## src/rtl/mtsed_pkg.sv

```systemverilog
`default_nettype none

package mtsed_pkg;

	// Longest entity name that is kept; longer names decode as unknown.
	localparam int ENTITY_MAX = 5;
	localparam int LEN_W = $clog2(ENTITY_MAX + 2);
	localparam logic [LEN_W-1:0] LEN_SAT = LEN_W'(ENTITY_MAX + 1);

	localparam logic [7:0] CH_LT    = 8'h3C;	// '<'
	localparam logic [7:0] CH_GT    = 8'h3E;	// '>'
	localparam logic [7:0] CH_AMP   = 8'h26;	// '&'
	localparam logic [7:0] CH_SEMI  = 8'h3B;	// ';'
	localparam logic [7:0] CH_DQUOT = 8'h22;	// '"'

	typedef enum logic [1:0] {
		MODE_PLAIN  = 2'd0,
		MODE_TAG    = 2'd1,
		MODE_ENTITY = 2'd2
	} mode_t;

	typedef logic [ENTITY_MAX-1:0][7:0] ent_name_t;

	typedef struct packed {
		logic [7:0] text_byte;
		logic       terminator;
	} item_t;

	typedef struct packed {
		logic [7:0] out_char;
		logic       done_res;
		logic       unterminated;
	} result_t;

	// Known names: lt, gt, amp, quote. Anything else gives a zero byte.
	function automatic logic [7:0] decode_entity(ent_name_t c, logic [LEN_W-1:0] len);
		logic [7:0] r;
		r = 8'h00;
		if (len == LEN_W'(2) && c[0] == "l" && c[1] == "t")
			r = CH_LT;
		else if (len == LEN_W'(2) && c[0] == "g" && c[1] == "t")
			r = CH_GT;
		else if (len == LEN_W'(3) && c[0] == "a" && c[1] == "m" && c[2] == "p")
			r = CH_AMP;
		else if (len == LEN_W'(5) && c[0] == "q" && c[1] == "u" && c[2] == "o"
				&& c[3] == "t" && c[4] == "e")
			r = CH_DQUOT;
		return r;
	endfunction

endpackage

`default_nettype wire

```

## src/rtl/markup_tag_strip_entity_decode.sv

```systemverilog
`default_nettype none

// Channel   Dir  Handshake                      Payload
// s_axis    in   s_axis_tvalid / s_axis_tready  tdata[7:0] text_byte, tlast terminator
// m_axis    out  m_axis_tvalid / m_axis_tready  tdata[7:0] out_char, tlast done_res,
//                                               tuser unterminated
//
// One byte per cycle sustained while m_axis_tready stays high; each transaction
// passes through the input register and then the result register to m_axis.
// Scan state (mode, entity length, entity name bytes) updates when the input
// register hands its byte on; the name bytes carry no reset.
// Reset is asynchronous and active low and clears all valid and mode state.
// A stalled m_axis holds the result and also the staged byte, even one that
// yields nothing; with the input and result registers both full,
// s_axis_tready follows m_axis_tready in the same cycle.
module markup_tag_strip_entity_decode (
	input  wire logic       clk,
	input  wire logic       arst_n,
	input  wire logic       s_axis_tvalid,
	output logic            s_axis_tready,
	input  wire logic [7:0] s_axis_tdata,	// [7:0] text_byte
	input  wire logic       s_axis_tlast,	// terminator (end of string)
	output logic            m_axis_tvalid,
	input  wire logic       m_axis_tready,
	output logic [7:0]      m_axis_tdata,	// [7:0] out_char
	output logic            m_axis_tlast,	// done_res
	output logic            m_axis_tuser	// [0] unterminated
);

	mtsed_pkg::item_t   in_item;
	mtsed_pkg::item_t   item_s1;
	logic               valid_s1;
	logic               advance;
	logic               out_free;
	logic               res_valid;
	mtsed_pkg::result_t res;
	mtsed_pkg::result_t res_q;

	assign in_item.text_byte  = s_axis_tdata;
	assign in_item.terminator = s_axis_tlast;

	// The staged byte moves on only when the result register can take
	// whatever it produces; bytes that yield nothing move on the same way.
	assign advance = valid_s1 && out_free;

	mtsed_in_stage u_in (
		.clk      (clk),
		.arst_n   (arst_n),
		.in_valid (s_axis_tvalid),
		.in_ready (s_axis_tready),
		.in_item  (in_item),
		.advance  (advance),
		.valid_s1 (valid_s1),
		.item_s1  (item_s1)
	);

	mtsed_scan u_scan (
		.clk       (clk),
		.arst_n    (arst_n),
		.go        (advance),
		.item      (item_s1),
		.res_valid (res_valid),
		.res       (res)
	);

	mtsed_out_reg u_out (
		.clk       (clk),
		.arst_n    (arst_n),
		.load      (advance && res_valid),
		.res       (res),
		.free      (out_free),
		.out_valid (m_axis_tvalid),
		.out_ready (m_axis_tready),
		.res_q     (res_q)
	);

	assign m_axis_tdata = res_q.out_char;
	assign m_axis_tlast = res_q.done_res;
	assign m_axis_tuser = res_q.unterminated;

endmodule

`default_nettype wire

```

## src/rtl/mtsed_in_stage.sv

```systemverilog
`default_nettype none

module mtsed_in_stage (
	input  wire logic             clk,
	input  wire logic             arst_n,
	input  wire logic             in_valid,
	output logic                  in_ready,
	input  wire mtsed_pkg::item_t in_item,
	input  wire logic             advance,
	output logic                  valid_s1,
	output mtsed_pkg::item_t      item_s1
);

	// Stage is free when empty or when its item leaves this cycle.
	assign in_ready = !valid_s1 || advance;

	always_ff @(posedge clk or negedge arst_n) begin
		if (!arst_n) begin
			valid_s1 <= 1'b0;
		end else if (in_ready) begin
			valid_s1 <= in_valid;
		end
	end

	always_ff @(posedge clk) begin
		if (in_ready && in_valid) begin
			item_s1 <= in_item;
		end
	end

endmodule

`default_nettype wire

```

## src/rtl/mtsed_scan.sv

```systemverilog
`default_nettype none

module mtsed_scan (
	input  wire logic             clk,
	input  wire logic             arst_n,
	input  wire logic             go,
	input  wire mtsed_pkg::item_t item,
	output logic                  res_valid,
	output mtsed_pkg::result_t    res
);

	mtsed_pkg::mode_t                mode_q, mode_n;
	logic [mtsed_pkg::LEN_W-1:0]     len_q, len_n;
	mtsed_pkg::ent_name_t            name_q;
	logic                            wr_en;

	always_ff @(posedge clk or negedge arst_n) begin
		if (!arst_n) begin
			mode_q <= mtsed_pkg::MODE_PLAIN;
			len_q  <= '0;
		end else if (go) begin
			mode_q <= mode_n;
			len_q  <= len_n;
		end
	end

	// Name bytes: only entries below len_q are ever read.
	always_ff @(posedge clk) begin
		for (int i = 0; i < mtsed_pkg::ENTITY_MAX; i++) begin
			if (go && wr_en && len_q == mtsed_pkg::LEN_W'(i)) begin
				name_q[i] <= item.text_byte;
			end
		end
	end

	always_comb begin
		mode_n    = mode_q;
		len_n     = len_q;
		wr_en     = 1'b0;
		res_valid = 1'b0;
		res       = '0;
		if (item.terminator) begin
			res_valid        = 1'b1;
			res.done_res     = 1'b1;
			res.unterminated = (mode_q == mtsed_pkg::MODE_TAG) ||
					(mode_q == mtsed_pkg::MODE_ENTITY);
			mode_n           = mtsed_pkg::MODE_PLAIN;
			len_n            = '0;
		end else begin
			unique case (mode_q)
				mtsed_pkg::MODE_TAG: begin
					if (item.text_byte == mtsed_pkg::CH_GT)
						mode_n = mtsed_pkg::MODE_PLAIN;
				end
				mtsed_pkg::MODE_ENTITY: begin
					if (item.text_byte == mtsed_pkg::CH_SEMI) begin
						res_valid    = 1'b1;
						res.out_char = mtsed_pkg::decode_entity(name_q, len_q);
						mode_n       = mtsed_pkg::MODE_PLAIN;
						len_n        = '0;
					end else begin
						wr_en = len_q < mtsed_pkg::LEN_W'(mtsed_pkg::ENTITY_MAX);
						if (len_q != mtsed_pkg::LEN_SAT)
							len_n = len_q + 1'b1;
					end
				end
				default: begin
					// plain text; the unused code behaves the same
					mode_n = mtsed_pkg::MODE_PLAIN;
					if (item.text_byte == mtsed_pkg::CH_LT) begin
						mode_n = mtsed_pkg::MODE_TAG;
					end else if (item.text_byte == mtsed_pkg::CH_AMP) begin
						mode_n = mtsed_pkg::MODE_ENTITY;
						len_n  = '0;
					end else begin
						res_valid    = 1'b1;
						res.out_char = item.text_byte;
					end
				end
			endcase
		end
	end

endmodule

`default_nettype wire

```

## src/rtl/mtsed_out_reg.sv

```systemverilog
`default_nettype none

module mtsed_out_reg (
	input  wire logic               clk,
	input  wire logic               arst_n,
	input  wire logic               load,
	input  wire mtsed_pkg::result_t res,
	output logic                    free,
	output logic                    out_valid,
	input  wire logic               out_ready,
	output mtsed_pkg::result_t      res_q
);

	// Free when empty or drained this cycle.
	assign free = !out_valid || out_ready;

	always_ff @(posedge clk or negedge arst_n) begin
		if (!arst_n) begin
			out_valid <= 1'b0;
		end else if (load) begin
			out_valid <= 1'b1;
		end else if (out_ready) begin
			out_valid <= 1'b0;
		end
	end

	always_ff @(posedge clk) begin
		if (load) begin
			res_q <= res;
		end
	end

endmodule

`default_nettype wire

```

## config.mk

```make
export PLATFORM = sky130hd
export DESIGN_NAME = markup_tag_strip_entity_decode
export DESIGN_NICKNAME = d
export VERILOG_FILES = /design/src/rtl/mtsed_pkg.sv /design/src/rtl/markup_tag_strip_entity_decode.sv /design/src/rtl/mtsed_in_stage.sv /design/src/rtl/mtsed_scan.sv /design/src/rtl/mtsed_out_reg.sv
export SDC_FILE = /design/constraint.sdc
export NUM_CORES = 1
export LEC_CHECK = 0
export BUFFER_PORTS_ARGS = -buffer_cell sky130_fd_sc_hd__buf_2
export CORE_MARGIN = 2
export CORE_UTILIZATION = 50
export DETAILED_ROUTE_END_ITERATION = 8
export GPL_TIMING_DRIVEN = 0
export PLACE_DENSITY = 0.77
export SETUP_SLACK_MARGIN = 0.3
export SYNTH_ARGS = -nofsm -noshare
export SYNTH_HDL_FRONTEND = slang
export SYNTH_SLANG_ARGS = --single-unit
```

## constraint.sdc

```tcl
create_clock -name clk -period 6.5 [get_ports clk]
set_clock_uncertainty 0.05 [all_clocks]
set_input_delay 0.975 -clock clk [delete_from_list [all_inputs] [get_ports clk]]
set_output_delay 0.975 -clock clk [all_outputs]
set_load 0.02 [all_outputs]
```

==> impl_results.rst, run 1 <==
.. list-table::
   :header-rows: 1

   * - Metric
     - Value
   * - Synth Net Count
     - 202
   * - HPWL after DPL
     - 3.63 mm
   * - Number of hold-repair buffers added at the cts stage
     - 0
   * - Maximum fanout along the worst path
     - 10
   * - Number of port buffers
     - 24
   * - TritonCTS Sinks
     - 66
   * - Clock tree from TritonCTS
     - yes
   * - Slew at the pin closest to its max-slew limit
     - ~0.85 ns
   * - Layout cells sized above 1
     - 0.217
   * - Status
     - complete, no violations
   * - Post-route clock period utilization
     - 0.388
   * - Maximum number of pins on one net before global-route repair
     - 12
   * - Weighted congestion at the end of routability-driven global placement
     - 0.823
   * - Overall die width
     - 78.1 um
   * - Pins Over Slew Limit
     - 0
   * - Ant. Diodes
     - 0
   * - Static power due to leakage
     - 1.13 nW
   * - Post-DRT Antenna Nets
     - 0
   * - Placement row count
     - 26
   * - WS Path Type
     - flip-flop to flip-flop
   * - Area overhead of the layout relative to synthesis
     - 16.2%
   * - Maximum Capacitance Violations
     - 0
   * - Worst setup EP type
     - flip-flop
   * - Number of H-tree branching levels
     - 3
   * - Sequential cell area fraction in the yosys report
     - 0.709
   * - Antenna violations before repair
     - 0
   * - Sum of negative setup slack
     - 0 ns
   * - Total of flip-flops plus latches after synthesis
     - 66
   * - Worst slew slack as a fraction of its limit
     - 0.430
   * - Vias post-DR
     - 1662
   * - Number of CTS-inserted buffers
     - 9
   * - Share of the core filled with cells
     - 0.613
   * - RSZ-0062 raised after global routing
     - false
   * - Total Nets Final
     - about 240
   * - Iteration-0 DRC count of the detailed router
     - approximately 170
   * - Post-cts resize count
     - 0
   * - Type of the most critical hold path
     - input pin to async pin
   * - Fraction of synthesis flops using an asynchronous set or reset pin
     - 0.106
   * - GRT Util Overall
     - 0.196
   * - Number of hold-slack violations in the final timing report
     - 0
   * - Worst setup slack before clock tree synthesis
     - 3.50 ns
   * - Prevailing post-synth register cell
     - edfxtp_1
   * - Starting density of the core
     - 0.528
   * - Post-layout instance count excluding filler cells
     - between 200 and 300
   * - Post-CTS setup buffer count
     - 0
   * - Worst IR drop on VDD
     - 0.000177 V
   * - Post-layout power
     - 0.938 mW
   * - Post-detailed-route DRC marker count
     - 0
   * - Grt total ovfl
     - 0
   * - Gate count of the mapped netlist
     - ~180
   * - Per-cell via count in the routed design
     - 5.71
   * - Vertical extent of the die
     - between 70 and 80 um
   * - Pwr Density
     - approximately 300 nW/um2
   * - Number of cells in the design after placement
     - 276
   * - Total die area
     - 6100 um2
   * - Required time reported for the critical path endpoint
     - approximately 6.4 ns
   * - Number of iterations in the first detailed-routing pass
     - 4
   * - Final setup viols
     - 0
   * - Clock slew at reported path FFs
     - about 0.070 ns
   * - Crit path setup slack, layout
     - 3.98 ns
   * - Routed wire per std cell
     - between 15 and 20 um
   * - Number of distinct library cell variants in the gate-level netlist after synthesis
     - 44
   * - Post-synth design cell area
     - 2750 um2
   * - Data arrival time of the critical path
     - 2.44 ns
   * - Critical Path Start Type
     - flip-flop
   * - Min Clock Period, post-route
     - 2.52 ns
   * - Clock root buffer
     - clkbuf_8
   * - Ports
     - 25
   * - Wire length of the first global-routing pass
     - 8.80 mm
   * - Total wire length
     - 5.11 mm
   * - Achievable frequency
     - ~400 MHz
   * - Total core area
     - 5200 um2
   * - Vias in the first global route
     - 1778
   * - Avg Cell Area, Syn
     - roughly 15 um2
   * - Number of buffers between clock root and the deepest sink
     - 2
   * - Insertion delay to the later sink of the worst-skew pair
     - between 0.3 and 0.4 ns
   * - Total number of yosys warnings
     - 0
   * - Number of synthesized flops with an enable pin
     - 59
[sequential cells by signal, indices dropped and copies added (netlist names)]
| name | flops |
|---|---|
| u_scan.mode_q | 2 |
| u_in.item_s1 | 9 |
| u_out.out_valid | 1 |
| u_in.valid_s1 | 1 |
| u_scan.name_q | 40 |
| u_scan.len_q | 3 |
| u_out.res_q | 10 |
[worst paths after layout]
check	startpoint	end	slack (ns)	cells after the start
setup / recovery	u_in.item_s1[4]	u_scan.name_q[32]	3.98	4
hold / removal	arst_n	u_out.out_valid	0.39	1
setup reg to reg	u_in.item_s1[4]	u_scan.name_q[32]	3.98	4
hold reg to reg	u_in.item_s1[0]	u_out.res_q[1]	0.43	0
max in group asynchronous	arst_n	u_scan.mode_q[1]	5.86	1
min in group clk	u_in.item_s1[0]	u_out.res_q[1]	0.43	0
[per-layer routing]
layer / GRT usage / routed length [um] / up-vias
met5: 0 / 0 / -
met4: 0.100 / 136 / 0
met3: 0.0483 / 337 / 13
met2: 0.318 / 2520 / 62
met1: 0.246 / 2110 / 807
li1: - / - / 780
[where the power goes]
group	total [mW]	internal [mW]	leakage (nW)	switching, mW
Combinational	0.0477	0.0169	0.376	0.0307
Clock	0.398	0.250	0.113	0.148
Sequential	0.492	0.480	0.638	0.0124
[cell usage after synthesis, types with 3 or more instances]
master,n,share of area
nand4_1,6,0.014
nor2_1,9,0.012
edfxtp_1,59,0.65
nor4_1,5,0.011
and2_1,7,0.016
ha_1,7,0.032
nand3_1,7,0.013
nand2b_1,3,0.0068
nor2b_1,4,0.0091
and3b_1,4,0.013
and4b_1,3,0.011
nor4bb_1,3,0.011
dfrtp_1,7,0.064
inv_1,7,0.0096
a21oi_1,5,0.0091
o21ai_0,6,0.011
nand2_1,9,0.012
[critical path, stage by stage, from the launching register on]
cell,delay [ns]
edfxtp_1,0.55
and4b_2,0.35
a21oi_2,0.22
nand3_1,0.23
nor4_2,0.74
[cells by family (layout without fill, tap and decap cells)]
family	count (synthesis)	in the layout	synth area share
multiplexers	3	3	0.0114
flip-flops	66	66	0.709
AND/OR/NAND/NOR	77	77	0.183
adder cells (fa/ha/maj)	7	7	0.0319
buffers and inverters	8	47	0.0137
AO/OA/AOI/OAI	21	21	0.0515
[metrics by stage]
step                      cell area [um2]  hold WS [ns]
after floorplan                      2750         0.401
after global placement               2950         0.406
final                                3190         0.394
after global routing                 3190         0.400
after CTS                            3180         0.390
after detailed placement             2950         0.410
[cells in the final DEF, fill, tap and decap left out, types with 2 or more instances in the layout]
cell and instances:
nor4bb_1 3, inv_1 7, ha_1 7, nand4_1 6, edfxtp_1 59, nor2_1 9
dfrtp_1 7, o21ai_0 6, nor2b_1 4, a211oi_1 2, and3b_1 4, mux2i_1 2
bufinv_16 3, nand3b_1 2, nand2_1 9, nand2b_1 3, clkbuf_8 9, and4b_1 3
a21oi_1 5, buf_2 24, and2_1 7, nand3_1 7, nor3_1 2, nor4_1 4
[area by class of cell]
cell class | instances | area, um2
fill | 414 | 2010
sequential | 66 | 1950
multi-input combinational | 108 | 768
clock buffer | 9 | 124
timing repair buffer | 24 | 120
clock inverter | 6 | 106
tap | 70 | 87.6
inverter | 7 | 26.3
buffer | 1 | 11.3
Note: power is estimated with default switching activity, not from simulation.
==> inputs of run 2 (changes only) <==
ABC_AREA = 1   (was not set)
PLACE_DENSITY = 0.76   (was 0.77)
clock period = 2.6 ns   (was 6.5 ns; I/O delays follow)
==> impl_results.rst, run 2 <==
.. list-table::
   :header-rows: 1

   * - Metric
     - Value
   * - Status
     - complete, no violations
   * - Vertical extent of the die
     - 82.9 um (+6.2%)
   * - WS Path Type
     - flip-flop to flip-flop
   * - Maximum Capacitance Violations
     - 0 (unchanged)
   * - Number of H-tree branching levels
     - 3 (unchanged)
   * - Post-route clock period utilization
     - 0.878 (+0.491)
   * - Maximum fanout along the worst path
     - 8 (-2)
   * - Post-detailed-route DRC marker count
     - 0 (unchanged)
   * - Vias post-DR
     - 2190 (+32%)
   * - Highest-count cells in the layout ignoring fill and taps
     - nand2_1, edfxtp_1, nor2_1
   * - Number of port buffers
     - 24 (unchanged)
   * - Crit path setup slack, layout
     - 0.317 ns (-3.66 ns)
   * - Regs by FF count
     - u_scan.name_q: 40 flops, u_out.res_q: 10 flops, u_in.item_s1: 9 flops
   * - Post-synth design cell area
     - 3110 um2 (+13%)
   * - Sequential cell area fraction in the yosys report
     - 0.625 (-0.0837)
   * - Top-area cell type share of the netlist area
     - 0.569 (-0.0762)
   * - Clock tree from TritonCTS
     - yes
   * - Per-cell via count in the routed design
     - 5.09 (-11%)
   * - Worst IR drop on VDD
     - 0.000565 V (+220%)
   * - Avg Cell Area, Syn
     - 9.92 um2 (-34%)
   * - Pins Over Slew Limit
     - 0 (unchanged)
   * - Weighted congestion at the end of routability-driven global placement
     - 0.867 (+5.3%)
   * - Overall die width
     - 82.9 um (+6.2%)
   * - Cell types with the highest counts after synthesis
     - nand2_1, edfxtp_1, nor2_1
   * - Insertion delay to the later sink of the worst-skew pair
     - 0.35 ns (about the same)
   * - Most area-consuming cells after synthesis
     - edfxtp_1, nand2_1, nor2_1
   * - Number of iterations in the first detailed-routing pass
     - 5 (+1)
   * - Post-layout instance count excluding filler cells
     - 430 (+48%)
   * - Post-layout power
     - 2.35 mW (+150%)
   * - Total Nets Final
     - 370 (+56%)
   * - RSZ-0062 raised after global routing
     - true
   * - Total number of yosys warnings
     - 0 (unchanged)
   * - Min Clock Period, post-route
     - 2.28 ns (-0.236 ns)
   * - Data arrival time of the critical path
     - 2.21 ns (-0.23 ns)
   * - Total die area
     - 6880 um2 (+13%)
   * - Worst setup slack before clock tree synthesis
     - 0.0139 ns (-3.49 ns)
   * - Static power due to leakage
     - 1.48 nW (+31%)
   * - Worst slew slack as a fraction of its limit
     - 0.552 (+0.122)
   * - Layout cells sized above 1
     - 0.192 (-0.0256)
   * - Critical Path Start Type
     - flip-flop
   * - Worst setup EP type
     - flip-flop
   * - Register with the most flip-flops
     - u_scan.name_q
   * - Type of the most critical hold path
     - input pin to flip-flop
   * - Grt total ovfl
     - 0 (unchanged)
   * - Maximum number of pins on one net before global-route repair
     - 14 (+2)
   * - TritonCTS Sinks
     - 66 (unchanged)
   * - Slew at the pin closest to its max-slew limit
     - 0.669 ns (-0.183 ns)
   * - Placement row count
     - 28 (+7.7%)
   * - Ant. Diodes
     - 0 (unchanged)
   * - Iteration-0 DRC count of the detailed router
     - 173 (-0.57%)
   * - Largest area contributor in the synthesized netlist
     - edfxtp_1
   * - Pwr Density
     - 657 nW/um2 (+120%)
   * - Number of buffers between clock root and the deepest sink
     - 2 (unchanged)
   * - Number of CTS-inserted buffers
     - 9 (unchanged)
   * - Ports
     - 25 (unchanged)
   * - Fraction of synthesis flops using an asynchronous set or reset pin
     - 0.106 (unchanged)
   * - Number of cells in the design after placement
     - 413 (+50%)
   * - Wire length of the first global-routing pass
     - 9.63 mm (+9.4%)
   * - Total of flip-flops plus latches after synthesis
     - 66 (unchanged)
   * - Number of synthesized flops with an enable pin
     - 59 (unchanged)
   * - Antenna violations before repair
     - 0 (unchanged)
   * - Sum of negative setup slack
     - 0 ns (unchanged)
   * - Number of hold-slack violations in the final timing report
     - 0 (unchanged)
   * - Clock root buffer
     - clkbuf_8
   * - Achievable frequency
     - 438 MHz (+10%)
   * - Required time reported for the critical path endpoint
     - 2.53 ns (-3.89 ns)
   * - Routed wire per std cell
     - 13.7 um (-22%)
   * - M1 wire length
     - 2.45 mm (+16%)
   * - Clock slew at reported path FFs
     - 0.08 ns (about the same)
   * - Smallest hold slack
     - 0.163 ns (-0.231 ns)
   * - Met3 wire length
     - 319 um (-5.3%)
   * - Met2 wirelength from detailed routing
     - 2.90 mm (+15%)
   * - Synth Net Count
     - 334 (+65%)
   * - Post-DRT Antenna Nets
     - 0 (unchanged)
   * - Number of distinct library cell variants in the gate-level netlist after synthesis
     - 25 (-43%)
   * - Uppermost layer routed
     - met4
   * - Total wire length
     - 5.90 mm (+16%)
   * - Flip-flop count of the largest register after layout
     - 40 (unchanged)
   * - Prevailing post-synth register cell
     - edfxtp_1
   * - Post-CTS setup buffer count
     - 0 (unchanged)
   * - Starting density of the core
     - 0.523 (-0.00475)
   * - Gate count of the mapped netlist
     - 314 (+73%)
   * - HPWL after DPL
     - 4.07 mm (+12%)
   * - Final setup viols
     - 0 (unchanged)
   * - Total core area
     - 5960 um2 (+14%)
   * - GRT Util Overall
     - 0.183 (-0.0131)
   * - Area overhead of the layout relative to synthesis
     - 15.0%
   * - Vias in the first global route
     - 2152 (+21%)
   * - Most common library cell in the layout ignoring fill and taps
     - nand2_1
   * - Leading cell type by number of instances after synthesis
     - nand2_1
[run 2: cell count changes in the layout (fill, tap and decap cells not counted), sizes merged, moves of 3 or more]
cell,change
nor2,+53
nor3,+5
and3b,-4
nand3,+11
nand2b,-3
nor2b,-5
nor4bb,-3
and2,-7
inv,+45
nor4,-5
nand2,+75
and4b,-4
nand4,-3
[run 2: cell families (layout without fill, tap and decap cells)]
kind of cell,Yosys count,count (layout),synth area share
adders and majority gates,7,7,0.0281
buffers and inverters,51,92,0.0619
DFF,66,66,0.625
AOI/OAI and AO/OA,12,12,0.0269
and+or+nand+nor,178,178,0.258
[run 2: where the power goes]
part | switching, mW | total (mW) | internal [mW]
logic | 0.0973 | 0.144 | 0.0468
registers | 0.0386 | 1.24 | 1.20
clock network | 0.418 | 0.965 | 0.547
[run 2: final timing paths]
| check | slack, ns | depth (start not counted) | endpoint | start |
|---|---|---|---|---|
| max | 0.32 | 7 | u_scan.name_q[7] | u_in.item_s1[5] |
| min | 0.16 | 1 | u_in.item_s1[5] | s_axis_tdata[4] |
| max reg2reg | 0.32 | 7 | u_scan.name_q[7] | u_in.item_s1[5] |
| min reg2reg | 0.43 | 0 | u_out.res_q[1] | u_in.item_s1[0] |
| max in group asynchronous | 2.00 | 2 | u_scan.len_q[1] | arst_n |
| min in group asynchronous | 0.34 | 2 | u_scan.mode_q[1] | arst_n |
[run 2: stage by stage]
stage	cell area, um2	utilization
3_5_place_dp	3330	0.559
2_1_floorplan	3110	-
3_3_place_gp	3330	0.559
4_1_cts	3570	0.600
6_report	3580	0.601
5_1_grt	3580	0.601
[run 2: final cells by class]
cell class | instances | area, um2
Clock buffer | 9 | 124
Fill cell | 482 | 2370
Timing Repair Buffer | 25 | 130
Buffer | 1 | 5.00
Sequential cell | 66 | 1950
Tap cell | 75 | 93.8
Inverter | 50 | 188
Multi-Input combinational cell | 197 | 992
Clock inverter | 7 | 101
[run 2: timing repair]
action                     in CTS  in global routing
resized for setup               2                  3
setup endpoints to repair      16                 40
hold endpoints to repair        7                  0
hold buffers                    1                  0
[run 2: worst max-delay path: stages (launching register included)]
cell and delay, ns:
edfxtp_1 0.57, nand2_2 0.15, nor3_4 0.06, nand2_2 0.14, nand3_4 0.11, nor2_1 0.15
nand2_1 0.15, nor3_2 0.54
[run 2: metal layers]
| layer | vias to the layer above | global-route usage |
|---|---|---|
| met3 | 26 | 0.0408 |
| met2 | 64 | 0.299 |
| met4 | 0 | 0.134 |
| met5 | - | 0 |
| li1 | 1081 | - |
| met1 | 1019 | 0.211 |
==> inputs of run 3 (changes only) <==
clock period = 2.55 ns   (was 2.6 ns; I/O delays follow)
==> impl_results.rst, run 3 (same netlist as run 2, synthesis figures left out) <==
.. list-table::
   :header-rows: 1

   * - Metric
     - Value
   * - Maximum fanout along the worst path
     - 8 (unchanged)
   * - Smallest hold slack
     - 0.160 ns (-0.00257 ns)
   * - Number of buffers between clock root and the deepest sink
     - 2 (unchanged)
   * - Maximum Capacitance Violations
     - 0 (unchanged)
   * - Ant. Diodes
     - 0 (unchanged)
   * - Min Clock Period, post-route
     - 2.14 ns (-0.141 ns)
   * - Total Nets Final
     - 372 (+0.54%)
   * - TritonCTS Sinks
     - 66 (unchanged)
   * - Number of iterations in the first detailed-routing pass
     - 4 (-1)
   * - Regs by FF count
     - u_scan.name_q: 40 flops, u_out.res_q: 10 flops, u_in.item_s1: 9 flops
   * - Endpoint with the worst hold slack
     - u_in.item_s1[5]
   * - Start point of the worst min-delay path
     - s_axis_tdata[4]
   * - Required time reported for the critical path endpoint
     - 2.56 ns (+0.03 ns)
   * - HPWL after DPL
     - 4.07 mm (unchanged)
   * - Flip-flop count of the largest register after layout
     - 40 (unchanged)
   * - Status
     - complete, no violations
   * - Iteration-0 DRC count of the detailed router
     - 155 (-10%)
   * - Placement row count
     - 28 (unchanged)
   * - Area overhead of the layout relative to synthesis
     - 16.8%
   * - Clock tree from TritonCTS
     - yes
   * - Pins Over Slew Limit
     - 0 (unchanged)
   * - Static power due to leakage
     - 1.49 nW (+0.73%)
   * - Sum of negative setup slack
     - 0 ns (unchanged)
   * - Number of hold-slack violations in the final timing report
     - 0 (unchanged)
   * - Critical Path Start Type
     - flip-flop
   * - Ports
     - 25 (unchanged)
   * - GRT met1 Usage
     - 0.211 (unchanged)
   * - Worst IR drop on VDD
     - 0.000566 V (+0.10%)
   * - Worst setup EP type
     - flip-flop
   * - Total buffers and inverters traversed by the critical path
     - 1 (+1)
   * - Clock slew at reported path FFs
     - 0.08 ns (about the same)
   * - Routed wire per std cell
     - 13.5 um (-1.7%)
   * - Overall die width
     - 82.9 um (unchanged)
   * - Starting density of the core
     - 0.523 (unchanged)
   * - Crit path max-delay family
     - simple AND/OR/NAND/NOR gates
   * - Area taken by multi-input logic gates
     - 1010 um2 (+1.8%)
   * - Vias in the first global route
     - 2152 (unchanged)
   * - Comb power frac
     - 0.061 (about the same)
   * - Wire length of the first global-routing pass
     - 9.63 mm (unchanged)
   * - Beginning of the worst register-to-register path
     - u_in.item_s1[5]
   * - Register with the most flip-flops
     - u_scan.name_q
   * - Achievable frequency
     - 467 MHz (+6.6%)
   * - Clock network power share
     - 0.409 (about the same)
   * - Total die area
     - 6880 um2 (unchanged)
   * - Slack of the worst reg-to-reg path
     - 0.41 ns (+0.09 ns)
   * - Cell breakdown of the critical path
     - nand2_2, nor3_4, nand2_2, nand3_4, nor2_1, nand2_1, nor3_4, buf_12
   * - Data arrival time of the critical path
     - 2.15 ns (-0.06 ns)
   * - FF+latch area
     - 1950 um2 (unchanged)
   * - Maximum number of pins on one net before global-route repair
     - 14 (unchanged)
   * - Post-route clock period utilization
     - 0.840 (-0.0382)
   * - Sequential Power Share
     - 0.529 (about the same)
   * - Post-DRT Antenna Nets
     - 0 (unchanged)
   * - Number of H-tree branching levels
     - 3 (unchanged)
   * - Worst-path cell with the longest stage delay
     - edfxtp_1
   * - Highest-count cells in the layout ignoring fill and taps
     - nand2_1, edfxtp_1, nor2_1
   * - Internal
     - 1.83 mW (+2.0%)
   * - Number of port buffers
     - 24 (unchanged)
   * - Most common library cell in the layout ignoring fill and taps
     - nand2_1
   * - WS Path Type
     - flip-flop to flip-flop
   * - Peak-usage layer in the global routing report
     - met2
   * - Weighted congestion at the end of routability-driven global placement
     - 0.867 (unchanged)
   * - Met3 usage
     - 0.0408 (unchanged)
   * - Per-cell via count in the routed design
     - 5.06 (-0.64%)
   * - Min-Delay Path Depth
     - 1 (unchanged)
   * - Switching component of the power
     - 0.559 mW (+1.1%)
   * - Vertical extent of the die
     - 82.9 um (unchanged)
   * - Clock root buffer
     - clkbuf_8
   * - Worst stage delay on the critical path
     - 0.57 ns (about the same)
   * - Layout cells sized above 1
     - 0.196 (+0.00453)
   * - Fillcell total
     - 470 (-2.5%)
   * - Met2 routing resource usage after global routing
     - 0.299 (unchanged)
   * - Share of the core filled with cells
     - 0.611 (+0.00966)
   * - RSZ-0062 raised after global routing
     - true
   * - Crit Reg-Reg Endpoint
     - u_scan.name_q[1]
   * - Type of the most critical hold path
     - input pin to flip-flop
   * - Worst slew slack as a fraction of its limit
     - 0.722 (+0.171)
   * - Grt total ovfl
     - 0 (unchanged)
   * - Insertion delay to the later sink of the worst-skew pair
     - 0.34 ns (about the same)
   * - Post-detailed-route DRC marker count
     - 0 (unchanged)
   * - Total core area
     - 5960 um2 (unchanged)
   * - Pwr Density
     - 658 nW/um2 (+0.15%)
   * - Switching portion of total power
     - 0.234 (-0.00160)
   * - Antenna violations before repair
     - 0 (unchanged)
   * - Final setup viols
     - 0 (unchanged)
   * - Slew at the pin closest to its max-slew limit
     - 0.416 ns (-0.253 ns)
   * - Number of CTS-inserted buffers
     - 9 (unchanged)
   * - Worst Reg2Reg Path Length in Cells
     - 8 (+1)
   * - Total wire length
     - 5.83 mm (-1.3%)
   * - GRT Util Overall
     - 0.183 (unchanged)
   * - Vias post-DR
     - 2186 (-0.18%)
## run 3: cell count changes in the layout (fill, tap and decap cells not counted), sizes merged
cell  delta
buf      +2
## run 3: worst max-delay path by stage
stage / to / depth (start not counted) / start
final: u_scan.name_q[1] / 8 / u_in.item_s1[5]
after global placement: u_scan.name_q[37] / 7 / u_in.item_s1[6]
after CTS: u_scan.name_q[32] / 7 / u_in.item_s1[5]
after detailed placement: u_scan.name_q[39] / 7 / u_in.item_s1[5]
after floorplan: u_scan.name_q[0] / 7 / u_in.item_s1[2]
after global routing: u_scan.name_q[2] / 8 / u_in.item_s1[4]
## run 3: layout make-up
| class | instances | share of cell area |
|---|---|---|
| timing repair buffer | 27 | 0.0468 |
| multi-input combinational | 197 | 0.278 |
| buffer | 1 | 0.00138 |
| clock inverter | 7 | 0.0279 |
| tap | 75 | 0.0258 |
| clock buffer | 9 | 0.0340 |
| sequential | 66 | 0.535 |
| inverter | 50 | 0.0516 |
## run 3: power by group through the flow
stage,sequential (mW),combinational (mW),clock (mW)
finish,1.27,0.147,0.979
global placement,1.29,0.142,0
detailed placement,1.29,0.147,0
floorplan,1.31,0.0671,0
global route,1.27,0.160,1.04
CTS,1.27,0.148,0.996
## run 3: per-layer routing
metal | part of all wire | wire length (um)
met3 | 0.061 | 353
met5 | 0 | 0
met4 | 0.031 | 178
met1 | 0.41 | 2370
met2 | 0.50 | 2930
## run 3: stage by stage
step	cell area (um2)	std cells	worst slack, ns	total power [mW]
finish	3640	432	0.408	2.39
global route	3640	432	0.262	2.47
CTS	3580	430	0.282	2.41
detailed placement	3330	413	-0.0361	1.44
global placement	3330	413	0.0270	1.43
floorplan	3110	314	0.466	1.37
## run 3: timing repair
action / 4_1_cts / 5_1_grt
hold buffers: 1 / 0
buffers inserted: 0 / 2
pin swaps: 0 / 1
resized for setup: 3 / 5
endpoints found under the setup margin: 24 / 40
endpoints found under the hold margin: 7 / 0
